`src/sv/sqc_pkg.sv`:
```
package sqc_pkg;

	localparam int unsigned OP_W     = 3;
	localparam int unsigned DATA_W   = 8;
	localparam int unsigned SAMPLE_W = 16;

	typedef enum logic [2:0] {
		OP_TICK   = 3'd0,
		OP_LENGTH = 3'd1,
		OP_SWEEP  = 3'd2,
		OP_ENV    = 3'd3,
		OP_WRITE  = 3'd4
	} op_t;

	typedef enum logic [2:0] {
		REG_SWEEP    = 3'd0,
		REG_DUTY_LEN = 3'd1,
		REG_ENV      = 3'd2,
		REG_FREQ_LO  = 3'd3,
		REG_FREQ_HI  = 3'd4
	} reg_idx_t;

	localparam logic [11:0] FREQ_MAX   = 12'd2047;
	localparam logic [11:0] FREQ_LIMIT = 12'd2048;
	localparam logic [6:0]  LEN_FULL   = 7'd64;
	localparam logic [3:0]  VOL_MAX    = 4'd15;

	typedef struct packed {
		logic [2:0]  sweep_rate;
		logic        sweep_negate;
		logic [2:0]  sweep_shift_amt;
		logic [1:0]  duty_select;
		logic [6:0]  length_reload;
		logic [6:0]  length_left;
		logic [3:0]  env_start_vol;
		logic        env_up;
		logic [2:0]  env_rate;
		logic [10:0] freq_value;
		logic        length_enable;
		logic        wave_high;
		logic [2:0]  step_pos;
		logic [13:0] period_left;
		logic [2:0]  env_left;
		logic [2:0]  sweep_left;
		logic [11:0] shadow_freq;
		logic        sweep_on;
		logic [3:0]  vol_level;
		logic [15:0] sample_out;
	} chan_t;

	// 4 * (2048 - f)
	function automatic logic [13:0] period_of(logic [10:0] f);
		logic [11:0] diff;
		diff = FREQ_LIMIT - {1'b0, f};
		return {diff, 2'b00};
	endfunction

	// level * 4369 + 32768, mod 2^16
	function automatic logic [15:0] sample_of(logic [3:0] lvl);
		return {~lvl[3], lvl[2:0], lvl, lvl, lvl};
	endfunction

	function automatic logic duty_bit(logic [1:0] duty, logic [2:0] pos);
		logic b;
		case (duty)
			2'd0:    b = (pos == 3'd6);
			2'd1:    b = (pos >= 3'd6);
			2'd2:    b = (pos >= 3'd4);
			default: b = (pos <= 3'd5);
		endcase
		return b;
	endfunction

	function automatic chan_t sweep_once(chan_t s);
		chan_t       r;
		logic [11:0] off;
		logic [12:0] sum;
		r = s;
		if (s.sweep_on) begin
			off = s.shadow_freq >> s.sweep_shift_amt;
			if (s.sweep_negate) begin
				sum = (off > s.shadow_freq) ? 13'd0 : {1'b0, s.shadow_freq - off};
			end else begin
				sum = {1'b0, s.shadow_freq} + {1'b0, off};
			end
			if (sum > {1'b0, FREQ_MAX}) begin
				r.shadow_freq = FREQ_LIMIT;
				r.sweep_on    = 1'b0;
			end else begin
				r.shadow_freq = sum[11:0];
				if (s.sweep_shift_amt != 3'd0) begin
					r.freq_value  = sum[10:0];
					r.period_left = period_of(sum[10:0]);
				end
			end
		end
		return r;
	endfunction

endpackage

```
`src/sv/sqc_core.sv`:
```
module sqc_core (
	input  logic                          clk,
	input  logic                          arst_n,
	input  logic                          accept,
	input  logic [sqc_pkg::OP_W-1:0]      operation,
	input  logic [2:0]                    reg_index,
	input  logic [sqc_pkg::DATA_W-1:0]    write_data,
	output logic [sqc_pkg::SAMPLE_W-1:0]  sample_nxt
);
	import sqc_pkg::*;

	chan_t st_q;
	chan_t st_d;
	logic [3:0] lvl;

	always_comb begin
		st_d = st_q;
		lvl  = 4'd0;
		case (operation)
			OP_TICK: begin
				if (st_q.period_left != 14'd0) begin
					st_d.period_left = st_q.period_left - 14'd1;
					if (st_q.period_left == 14'd1) begin
						st_d.period_left = period_of(st_q.freq_value);
						st_d.step_pos    = st_q.step_pos + 3'd1;
						st_d.wave_high   = duty_bit(st_q.duty_select, st_d.step_pos);
					end
				end
				lvl = st_d.wave_high ? st_q.vol_level : 4'd0;
				if (st_q.length_enable && st_q.length_left == 7'd0) begin
					lvl = 4'd0;
				end
				st_d.sample_out = sample_of(lvl);
			end
			OP_LENGTH: begin
				if (st_q.length_enable && st_q.length_left != 7'd0) begin
					st_d.length_left = st_q.length_left - 7'd1;
				end
			end
			OP_SWEEP: begin
				if (st_q.sweep_rate != 3'd0 && st_q.sweep_left != 3'd0) begin
					st_d.sweep_left = st_q.sweep_left - 3'd1;
					if (st_q.sweep_left == 3'd1) begin
						st_d.sweep_left = st_q.sweep_rate;
						st_d = sweep_once(st_d);
					end
				end
			end
			OP_ENV: begin
				if (st_q.env_left != 3'd0) begin
					st_d.env_left = st_q.env_left - 3'd1;
					if (st_q.env_left == 3'd1) begin
						st_d.env_left = st_q.env_rate;
						if (!st_q.env_up && st_q.vol_level != 4'd0) begin
							st_d.vol_level = st_q.vol_level - 4'd1;
						end
						if (st_q.env_up && st_q.vol_level != VOL_MAX) begin
							st_d.vol_level = st_q.vol_level + 4'd1;
						end
					end
				end
			end
			OP_WRITE: begin
				case (reg_index)
					REG_SWEEP: begin
						st_d.sweep_rate      = write_data[6:4];
						st_d.sweep_negate    = write_data[3];
						st_d.sweep_shift_amt = write_data[2:0];
					end
					REG_DUTY_LEN: begin
						st_d.duty_select   = write_data[7:6];
						st_d.length_reload = LEN_FULL - {1'b0, write_data[5:0]};
						st_d.length_left   = st_d.length_reload;
					end
					REG_ENV: begin
						st_d.env_start_vol = write_data[7:4];
						st_d.env_up        = write_data[3];
						st_d.env_rate      = write_data[2:0];
					end
					REG_FREQ_LO: begin
						st_d.freq_value = {st_q.freq_value[10:8], write_data};
					end
					REG_FREQ_HI: begin
						st_d.length_enable = write_data[6];
						st_d.freq_value    = {write_data[2:0], st_q.freq_value[7:0]};
						if (write_data[7]) begin
							st_d.length_left = st_q.length_reload;
							st_d.env_left    = st_q.env_rate;
							st_d.vol_level   = st_q.env_start_vol;
							st_d.shadow_freq = {1'b0, st_d.freq_value};
							st_d.sweep_left  = st_q.sweep_rate;
							st_d.sweep_on    = (st_q.sweep_rate != 3'd0) ||
								(st_q.sweep_shift_amt != 3'd0);
							if (st_q.sweep_shift_amt != 3'd0) begin
								st_d = sweep_once(st_d);
							end
						end
					end
					default: begin
					end
				endcase
				st_d.period_left = period_of(st_d.freq_value);
			end
			default: begin
			end
		endcase
	end

	always_ff @(posedge clk or negedge arst_n) begin
		if (!arst_n) begin
			st_q <= '0;
		end else if (accept) begin
			st_q <= st_d;
		end
	end

	assign sample_nxt = st_d.sample_out;

endmodule

```
`src/sv/sqc_outreg.sv`:
```
module sqc_outreg (
	input  logic                          clk,
	input  logic                          arst_n,
	input  logic                          accept,
	input  logic [sqc_pkg::SAMPLE_W-1:0]  sample_nxt,
	input  logic                          result_ready,
	output logic                          result_valid,
	output logic                          item_ready,
	output logic [sqc_pkg::SAMPLE_W-1:0]  sample
);
	import sqc_pkg::*;

	logic                valid_q;
	logic [SAMPLE_W-1:0] sample_q;

	assign item_ready = !valid_q || result_ready;

	always_ff @(posedge clk or negedge arst_n) begin
		if (!arst_n) begin
			valid_q <= 1'b0;
		end else if (accept) begin
			valid_q <= 1'b1;
		end else if (result_ready) begin
			valid_q <= 1'b0;
		end
	end

	always_ff @(posedge clk) begin
		if (accept) begin
			sample_q <= sample_nxt;
		end
	end

	assign result_valid = valid_q;
	assign sample       = sample_q;

endmodule

```
`src/sv/square_wave_channel_with_sweep.sv`:
```
// Square-wave channel with sweep, envelope and length counter.
// result_valid is registered and rises in the cycle after the item transfer.
// Throughput: one item per cycle, set by the single channel state register,
// while item_ready is high; it drops while a result is held and result_ready is low.
// Reset (arst_n low): all channel state clears to zero and no result is pending; the sample register is not reset.
module square_wave_channel_with_sweep (
	input  logic                          clk,
	input  logic                          arst_n,
	input  logic                          item_valid,
	output logic                          item_ready,
	input  logic [sqc_pkg::OP_W-1:0]      operation,
	input  logic [2:0]                    reg_index,
	input  logic [sqc_pkg::DATA_W-1:0]    write_data,
	output logic                          result_valid,
	input  logic                          result_ready,
	output logic signed [sqc_pkg::SAMPLE_W-1:0] sample
);
	import sqc_pkg::*;

	logic                accept;
	logic [SAMPLE_W-1:0] sample_nxt;
	logic [SAMPLE_W-1:0] sample_raw;

	assign accept = item_valid && item_ready;

	sqc_core u_core (
		.clk        (clk),
		.arst_n     (arst_n),
		.accept     (accept),
		.operation  (operation),
		.reg_index  (reg_index),
		.write_data (write_data),
		.sample_nxt (sample_nxt)
	);

	sqc_outreg u_outreg (
		.clk          (clk),
		.arst_n       (arst_n),
		.accept       (accept),
		.sample_nxt   (sample_nxt),
		.result_ready (result_ready),
		.result_valid (result_valid),
		.item_ready   (item_ready),
		.sample       (sample_raw)
	);

	assign sample = signed'(sample_raw);

endmodule

```
`config.mk`:
```
export PLATFORM = sky130hd
export DESIGN_NAME = square_wave_channel_with_sweep
export DESIGN_NICKNAME = d
export VERILOG_FILES = /design/src/sv/sqc_pkg.sv /design/src/sv/sqc_core.sv /design/src/sv/sqc_outreg.sv /design/src/sv/square_wave_channel_with_sweep.sv
export SDC_FILE = /design/constraint.sdc
export NUM_CORES = 1
export LEC_CHECK = 0
export BUFFER_PORTS_ARGS = -buffer_cell sky130_fd_sc_hd__buf_4
export CELL_PAD_IN_SITES_DETAIL_PLACEMENT = 0
export CELL_PAD_IN_SITES_GLOBAL_PLACEMENT = 2
export CORE_MARGIN = 2
export CORE_UTILIZATION = 39
export DETAILED_ROUTE_END_ITERATION = 16
export GPL_TIMING_DRIVEN = 0
export HOLD_SLACK_MARGIN = 0.1
export PLACE_DENSITY = 0.89
export SYNTH_ARGS = -nofsm -noshare
export SYNTH_HDL_FRONTEND = slang
export SYNTH_SLANG_ARGS = --single-unit
export TNS_END_PERCENT = 10
```
`constraint.sdc`:
```
create_clock -name clk -period 6 [get_ports clk]
set_input_delay 0.6 -clock clk [delete_from_list [all_inputs] [get_ports clk]]
set_output_delay 0.6 -clock clk [all_outputs]
set_load 0.05 [all_outputs]
```
# == After elaboration in Yosys (flattened, before gate mapping) ==
# Index checks and enable logic that the tools add are counted.
# op_classes
eq_ne,29
addsub,16
n_shift,2
bitwise_logic,4
reduce_logical,40
n_lt_le_gt_ge,7
n_mux,63
# ops
cell,count
13-bit two-way mux,13
69-bit two-way mux,2
100-bit two-way mux,1
16-bit case mux with 2 select lines,3
84-bit two-way mux,1
14-bit two-way mux,5
11-bit two-way mux,6
58-bit two-way mux,1
18-bit two-way mux,3
18-bit case mux with 3 select lines,1
12-bit two-way mux,4
16-bit case mux with 3 select lines,1
"12-bit by 11-bit subtractor with 12-bit output, first input constant",4
20-bit case mux with 2 select lines,1
4-bit two-way mux,7
"13-bit by 11-bit greater-than comparator with 1-bit output, second input constant",2
6-bit AND reduction,4
11-bit case mux with 2 select lines,1
7-bit case mux with 3 select lines,1
5-bit AND reduction,4
"2-bit by 1-bit != test with 1-bit output, second input constant",8
8-bit case mux with 2 select lines,1
8-bit AND reduction,2
3-bit nonzero test,5
47 further kinds,80
# word_totals
output_inout_bits,18
ff_bits,117
word_cells,183

# == Longest topological paths before layout ==
# logic_depth
word_depth,18
ltp_mapped,22

# == Cells and area by module ==
# A second synthesis with hierarchy kept.
# hier_totals
hier_cells,1313
area_unflattened_um2,10655.2
# by_module_without_submodules
mod,seq_area_each_um2,cells_per_inst,instances,area_per_inst_um2
sqc_core,2502.4,1293,1,10121.0
sqc_outreg,505.5,19,1,528.0
square_wave_channel_with_sweep,0.0,1,1,6.3

# == Worst setup path after synthesis ==
# No wires, ideal clock.
# synth_path
kind,register to register
start,register u_core.st_q[93] in the netlist's numbering
end,register u_core.st_q[58] in the netlist's numbering
n_path_buf,3
stages_incl_launch_ff,22
arrival_ns,4.806
setup_slack_ns,1.068
t_required_ns,5.875
setup_time_ns,0.125
period_less_slack_ns,4.932
cell_sequence,dfrtp_1 -> clkbuf_1 -> buf_1 -> nor2b_1 -> a22oi_1 -> o221ai_1 -> ha_1 -> inv_1 -> fa_1 -> a211oi_2 -> o21ai_0 -> and3_1 -> o21a_2 -> a21o_1 -> ha_1 -> a21oi_1 -> o2111ai_1 -> o31ai_2 -> or3_1 -> a21o_1 -> buf_6 -> mux2_4
# synth_via
elab_chain_cells,17
word_cells_on_any_way,40
classes_between,4 x add/sub; 4 x order compare; 2 x eq/ne; 2 x shift; 25 x mux; 3 x reduce/logical
# synth_rtl
item,line,source
"start, declared",sqc_core.sv:12,chan_t st_q;
"start signal, assigned",sqc_core.sv:113,st_q <= st_d;
11-bit by 3-bit >> shifter with 12-bit output,sqc_pkg.sv:80,off = s.shadow_freq >> s.sweep_shift_amt;
11-bit by 12-bit subtractor with 12-bit output / 12-bit by 11-bit greater-than comparator with 1-bit output (equally long branches),sqc_pkg.sv:82,"sum = (off > s.shadow_freq) ? 13'd0 : {1'b0, s.shadow_freq - off};"
12-bit two-way mux,sqc_pkg.sv:82,
13-bit two-way mux,sqc_pkg.sv:81,if (s.sweep_negate) begin
13-bit two-way mux,sqc_pkg.sv:79,if (s.sweep_on) begin
13-bit two-way mux,sqc_core.sv:94,if (st_q.sweep_shift_amt != 3'd0) begin
13-bit two-way mux,sqc_core.sv:86,if (write_data[7]) begin
13-bit two-way mux,sqc_core.sv:64,case (reg_index)
13-bit two-way mux,sqc_core.sv:19,case (operation)
13-bit by 11-bit greater-than comparator with 1-bit output,sqc_pkg.sv:86,"if (sum > {1'b0, FREQ_MAX}) begin"
11-bit two-way mux,sqc_pkg.sv:86,
11-bit two-way mux,sqc_pkg.sv:79,
69-bit two-way mux,sqc_core.sv:94,
84-bit two-way mux,sqc_core.sv:86,
11-bit case mux with 2 select lines,sqc_core.sv:64,
11-bit two-way mux,sqc_core.sv:19,
20-bit case mux with 2 select lines,sqc_core.sv:19,
# Parallel ways exist; a longest one is shown, timed or not. The select of a mux whose other input is x is not followed.
# A chain may end at the register's enable or synchronous reset.

# == Worst setup path in the final report ==
# layout_path
start,register u_core.st_q[93] in the netlist's numbering
end,register u_core.st_q[64] in the netlist's numbering
# Same word-level chain as after synthesis.

==> metrics.md <==
| Metric | Value |
|---|---|
| Number of buffers inserted during clock tree synthesis | `17` |
| Number of diodes | `0` |
| Ratio of final minimum period to clock period | `96.0%` |
| TritonRoute pass-1 iters | `6` |
| Aggregate routed wire length | `36.3 mm` |
| Setup skew after layout | `0.00802 ns` |
| Level count of the clock H-tree | `4` |
| Relative slew slack | `15.6%` |
| Clock slew at the register clock pins of the worst setup and hold paths | `0.06 ns` |
| Count of maximum capacitance violations | `0` |
| IO Port Bufs | `32` |
| Remaining antenna violation count after routing | `0` |
| Detailed Place HPWL | `27.2 mm` |
| Post-route worst setup slack | `0.238 ns` |
| # nets final | `1,436` |
| Net count after synthesis | `1,383` |
| Main synth FF type | `sky130_fd_sc_hd__dfrtp_1` |
| Setup Crit Path Kind | `reg -> reg` |
| Site row count | `60` |
| Area grow syn2layout | `13.1%` |
| Vias in the first global route | `9,863` |
| DRC errors left | `0` |
| Aggregate global-route resource usage | `25.7%` |
| Synthesis warning total | `0` |
| Post-CTS setup buffer count | `0` |
| Sequential share of power | `23.3%` |
| Total negative slack for setup checks | `0 ns` |
| # clock sinks | `117` |
| Number of antenna violations at the first check in global routing | `0` |
| Minimum setup slack after placement | `-0.612 ns` |
| Clk network pwr share | `22.1%` |
| Overall die area | `0.0285 sq mm` |
| Class of the most critical hold timing path | `in -> reg` |
| Layout cells sized above 1 | `10.9%` |
| Async S/R FF share, synth | `86.3%` |
| Net switching fraction of the power | `47.5%` |
| Setup violation total in the final timing report | `0` |
| Global-route wire length before repair | `56.8 mm` |
| PD cells | `405 mW/mm^2` |
| Later-pin clock latency in the skew report | `0.43 ns` |
| Count of routing violations after the opening detailed-route iteration | `1,003` |
| Worst-case clock buffer depth | `2` |
| Number of synthesized flops with an enable pin | `16` |
| Total congestion overflow after global routing | `0` |
| Number of cells produced by synthesis | `1,296` |
| Sequential element share of the synthesized area | `28.4%` |
| Crit path required time | `6.31 ns` |
| Clock tree from TritonCTS | `yes` |
| Final max-slew violation count | `0` |
| Weighted congestion reported at the end of routability-driven placement | `0.931` |
| Root Driver | `sky130_fd_sc_hd__clkbuf_16` |
| Element type at the critical path start | `register` |
| RSZ-0062 raised after global routing | `no` |
| Endpoint kind of the worst setup timing path | `register` |
| Cell Area, Synth | `0.0106 sq mm` |
| Flip-flop and latch count after synthesis | `117` |
| Peak supply drop | `209 uV` |
| DIE WIDTH | `169 um` |
| Slowest cell on crit path | `sky130_fd_sc_hd__o21ai_0` |
| Number of distinct library cell variants in the gate-level netlist after synthesis | `86` |
| Cells taking the most area after synthesis | `sky130_fd_sc_hd__dfrtp_1, sky130_fd_sc_hd__ha_1, sky130_fd_sc_hd__nand2_1` |
| Arrival time of the worst setup path | `6.07 ns` |
| Most frequent standard cell in the layout excluding fill and tap cells | `sky130_fd_sc_hd__nand2_1` |
| Post-detailed-route via-to-cell ratio | `6.03` |
| Top library cells by usage in the layout, fill and taps aside | `sky130_fd_sc_hd__nand2_1, sky130_fd_sc_hd__nor2_1, sky130_fd_sc_hd__dfrtp_1, sky130_fd_sc_hd__a21oi_1, sky130_fd_sc_hd__o21ai_0` |
| Outcome | `complete, no violations` |
| Worst Max-Slew Pin Slew | `1.23 ns` |
| Portion of total power attributed to combinational logic | `54.6%` |
| Time the final worst path needs with I/O delays and setup | `5.76 ns` |
| Effective utilization at floorplan | `39.5%` |
| Vias | `10,300` |
| Number of buffers and inverters on the critical path | `4` |
| List of cells traversed by the critical path | `buf_2 > buf_2 > mux2i_1 > mux2i_1 > o21ai_0 > ha_1 > buf_2 > o21ai_0 > o21ai_0 > and3_1 > nor2_2 > o22ai_1 > ha_1 > a21oi_1 > o2111ai_1 > o31ai_4 > or3_1 > a21o_1 > buf_6 > mux2_4` |
| Core area | `0.0268 sq mm` |
| Vertical die dimension | `169 um` |
| Yosys top cell area share | `23.9%` |
| Leakage dissipation | `0.00548 uW` |
| Average size of a mapped cell | `8.17 sq um` |
| Critical Path Max Stage Delay | `0.46 ns` |
| Cell type contributing the most total cell area after synthesis | `sky130_fd_sc_hd__dfrtp_1` |
| Largest net degree at the start of global routing | `102` |
| Top-level port count | `36` |
| Internal power of the cells | `2550 uW` |
| Average wire length per cell after detail routing | `21.3 um` |
| CP max FO | `10` |
| Peak clock frequency supported by timing | `174 MHz` |
| Kind of cell with the highest combined delay on the critical path | `compound AO/OA/AOI/OAI gates` |
| Final hold viol count | `0` |
| Net Switching | `2310 uW` |
metrics by stage:
step | power, uW | hold slack (ns) | instances | instance area (sq um) | utilization, %
after global routing | 5180 | 0.364 | 1703 | 12000 | 44.7
after floorplan | 2950 | 0.304 | 1296 | 10600 | -
final | 4850 | 0.367 | 1703 | 12000 | 44.7
after detailed placement | 3690 | 0.463 | 1669 | 11200 | 42.0
after global placement | 3680 | 0.460 | 1669 | 11200 | 42.0
after CTS | 4780 | 0.365 | 1701 | 11900 | 44.3
cells in the mapped netlist, types with 6 or more instances:
library cell	number
sky130_fd_sc_hd__nand4_1	8
sky130_fd_sc_hd__mux2_4	7
sky130_fd_sc_hd__mux2i_1	30
sky130_fd_sc_hd__inv_1	78
sky130_fd_sc_hd__o22ai_1	9
sky130_fd_sc_hd__or2_2	9
sky130_fd_sc_hd__or3_1	17
sky130_fd_sc_hd__edfxtp_1	16
sky130_fd_sc_hd__nor3b_1	7
sky130_fd_sc_hd__a21o_1	47
sky130_fd_sc_hd__nor3_1	42
sky130_fd_sc_hd__xor2_1	16
sky130_fd_sc_hd__xnor2_1	40
sky130_fd_sc_hd__nand2_1	132
sky130_fd_sc_hd__nor2_1	107
sky130_fd_sc_hd__dfrtp_1	101
sky130_fd_sc_hd__a31oi_1	16
sky130_fd_sc_hd__buf_2	9
sky130_fd_sc_hd__nand3b_1	11
sky130_fd_sc_hd__nor4_1	10
sky130_fd_sc_hd__o211ai_1	13
sky130_fd_sc_hd__a21oi_1	82
sky130_fd_sc_hd__o221ai_1	11
sky130_fd_sc_hd__a211oi_1	24
sky130_fd_sc_hd__a221oi_1	11
sky130_fd_sc_hd__and2_1	9
sky130_fd_sc_hd__ha_1	64
sky130_fd_sc_hd__nand2b_1	16
sky130_fd_sc_hd__a22oi_1	13
sky130_fd_sc_hd__and3_1	11
sky130_fd_sc_hd__mux2_2	26
sky130_fd_sc_hd__o21a_1	16
sky130_fd_sc_hd__o2111ai_1	7
sky130_fd_sc_hd__buf_1	6
sky130_fd_sc_hd__nor2b_1	16
sky130_fd_sc_hd__o21ai_0	80
sky130_fd_sc_hd__nand3_1	23
sky130_fd_sc_hd__a211o_1	6
sky130_fd_sc_hd__clkbuf_1	50
final timing paths:
path                       cells past startpoint  slack (ns)                     to       startpoint
setup / recovery                              20        0.24        u_core.st_q[64]  u_core.st_q[93]
hold / removal                                 2        0.37  u_outreg.result_valid       item_valid
setup reg to reg                              20        0.24        u_core.st_q[64]  u_core.st_q[93]
hold reg to reg                                2        0.47        u_core.st_q[56]  u_core.st_q[56]
max in group asynchronous                      3        4.78        u_core.st_q[83]           arst_n
min in group asynchronous                      2        0.52        u_core.st_q[15]           arst_n
repair_timing:
action	4_1_cts	5_1_grt
hold endpoints to repair	0	4
cloned	0	0
hold buffers	0	1
pin swaps	0	2
resized for setup	11	11
setup endpoints to repair	38	34
power by group through the flow:
stage | clock, uW | sequential, uW | combinational [uW]
after floorplan | 0 | 1080 | 1860
after global placement | 0 | 1130 | 2550
after detailed placement | 0 | 1140 | 2550
after CTS | 1080 | 1120 | 2580
after global routing | 1110 | 1150 | 2910
final | 1070 | 1130 | 2650
cell families (layout without fill, tap and decap cells):
group / count (synthesis) / in the layout / share of synthesized area (%)
simple gates: 434 / 434 / 19.8
xor+xnor: 56 / 56 / 4.63
mux: 63 / 63 / 6.60
buf+inv: 147 / 213 / 5.46
flops: 117 / 117 / 28.4
compound gates: 410 / 410 / 26.5
fa+ha+maj: 69 / 69 / 8.51
registers in the layout, summed over array words and instances (netlist names):
| register | cells |
|---|---|
| u_outreg.result_valid | 1 |
| u_outreg.sample | 16 |
| u_core.st_q | 100 |
final cells by class:
cell class,count,area [sq um]
Timing Repair Buffer,34,282
Sequential cell,117,3010
Clock buffer,17,425
Multi-Input combinational cell,1032,7060
Inverter,80,300
Buffer,67,289
Tap cell,341,427
Fill cell,2664,14800
Clock inverter,15,179
layer usage:
metal / routed length, um / GRT usage (%) / vias up / share of wire, %
met4: 984 / 8.77 / 0 / 2.7
met3: 2050 / 3.97 / 69 / 5.7
li1: - / - / 4861 / -
met2: 16100 / 38.9 / 356 / 44
met1: 17200 / 37.4 / 4990 / 47
met5: 0 / 0 / - / 0
(Power assumes the default switching activity.)
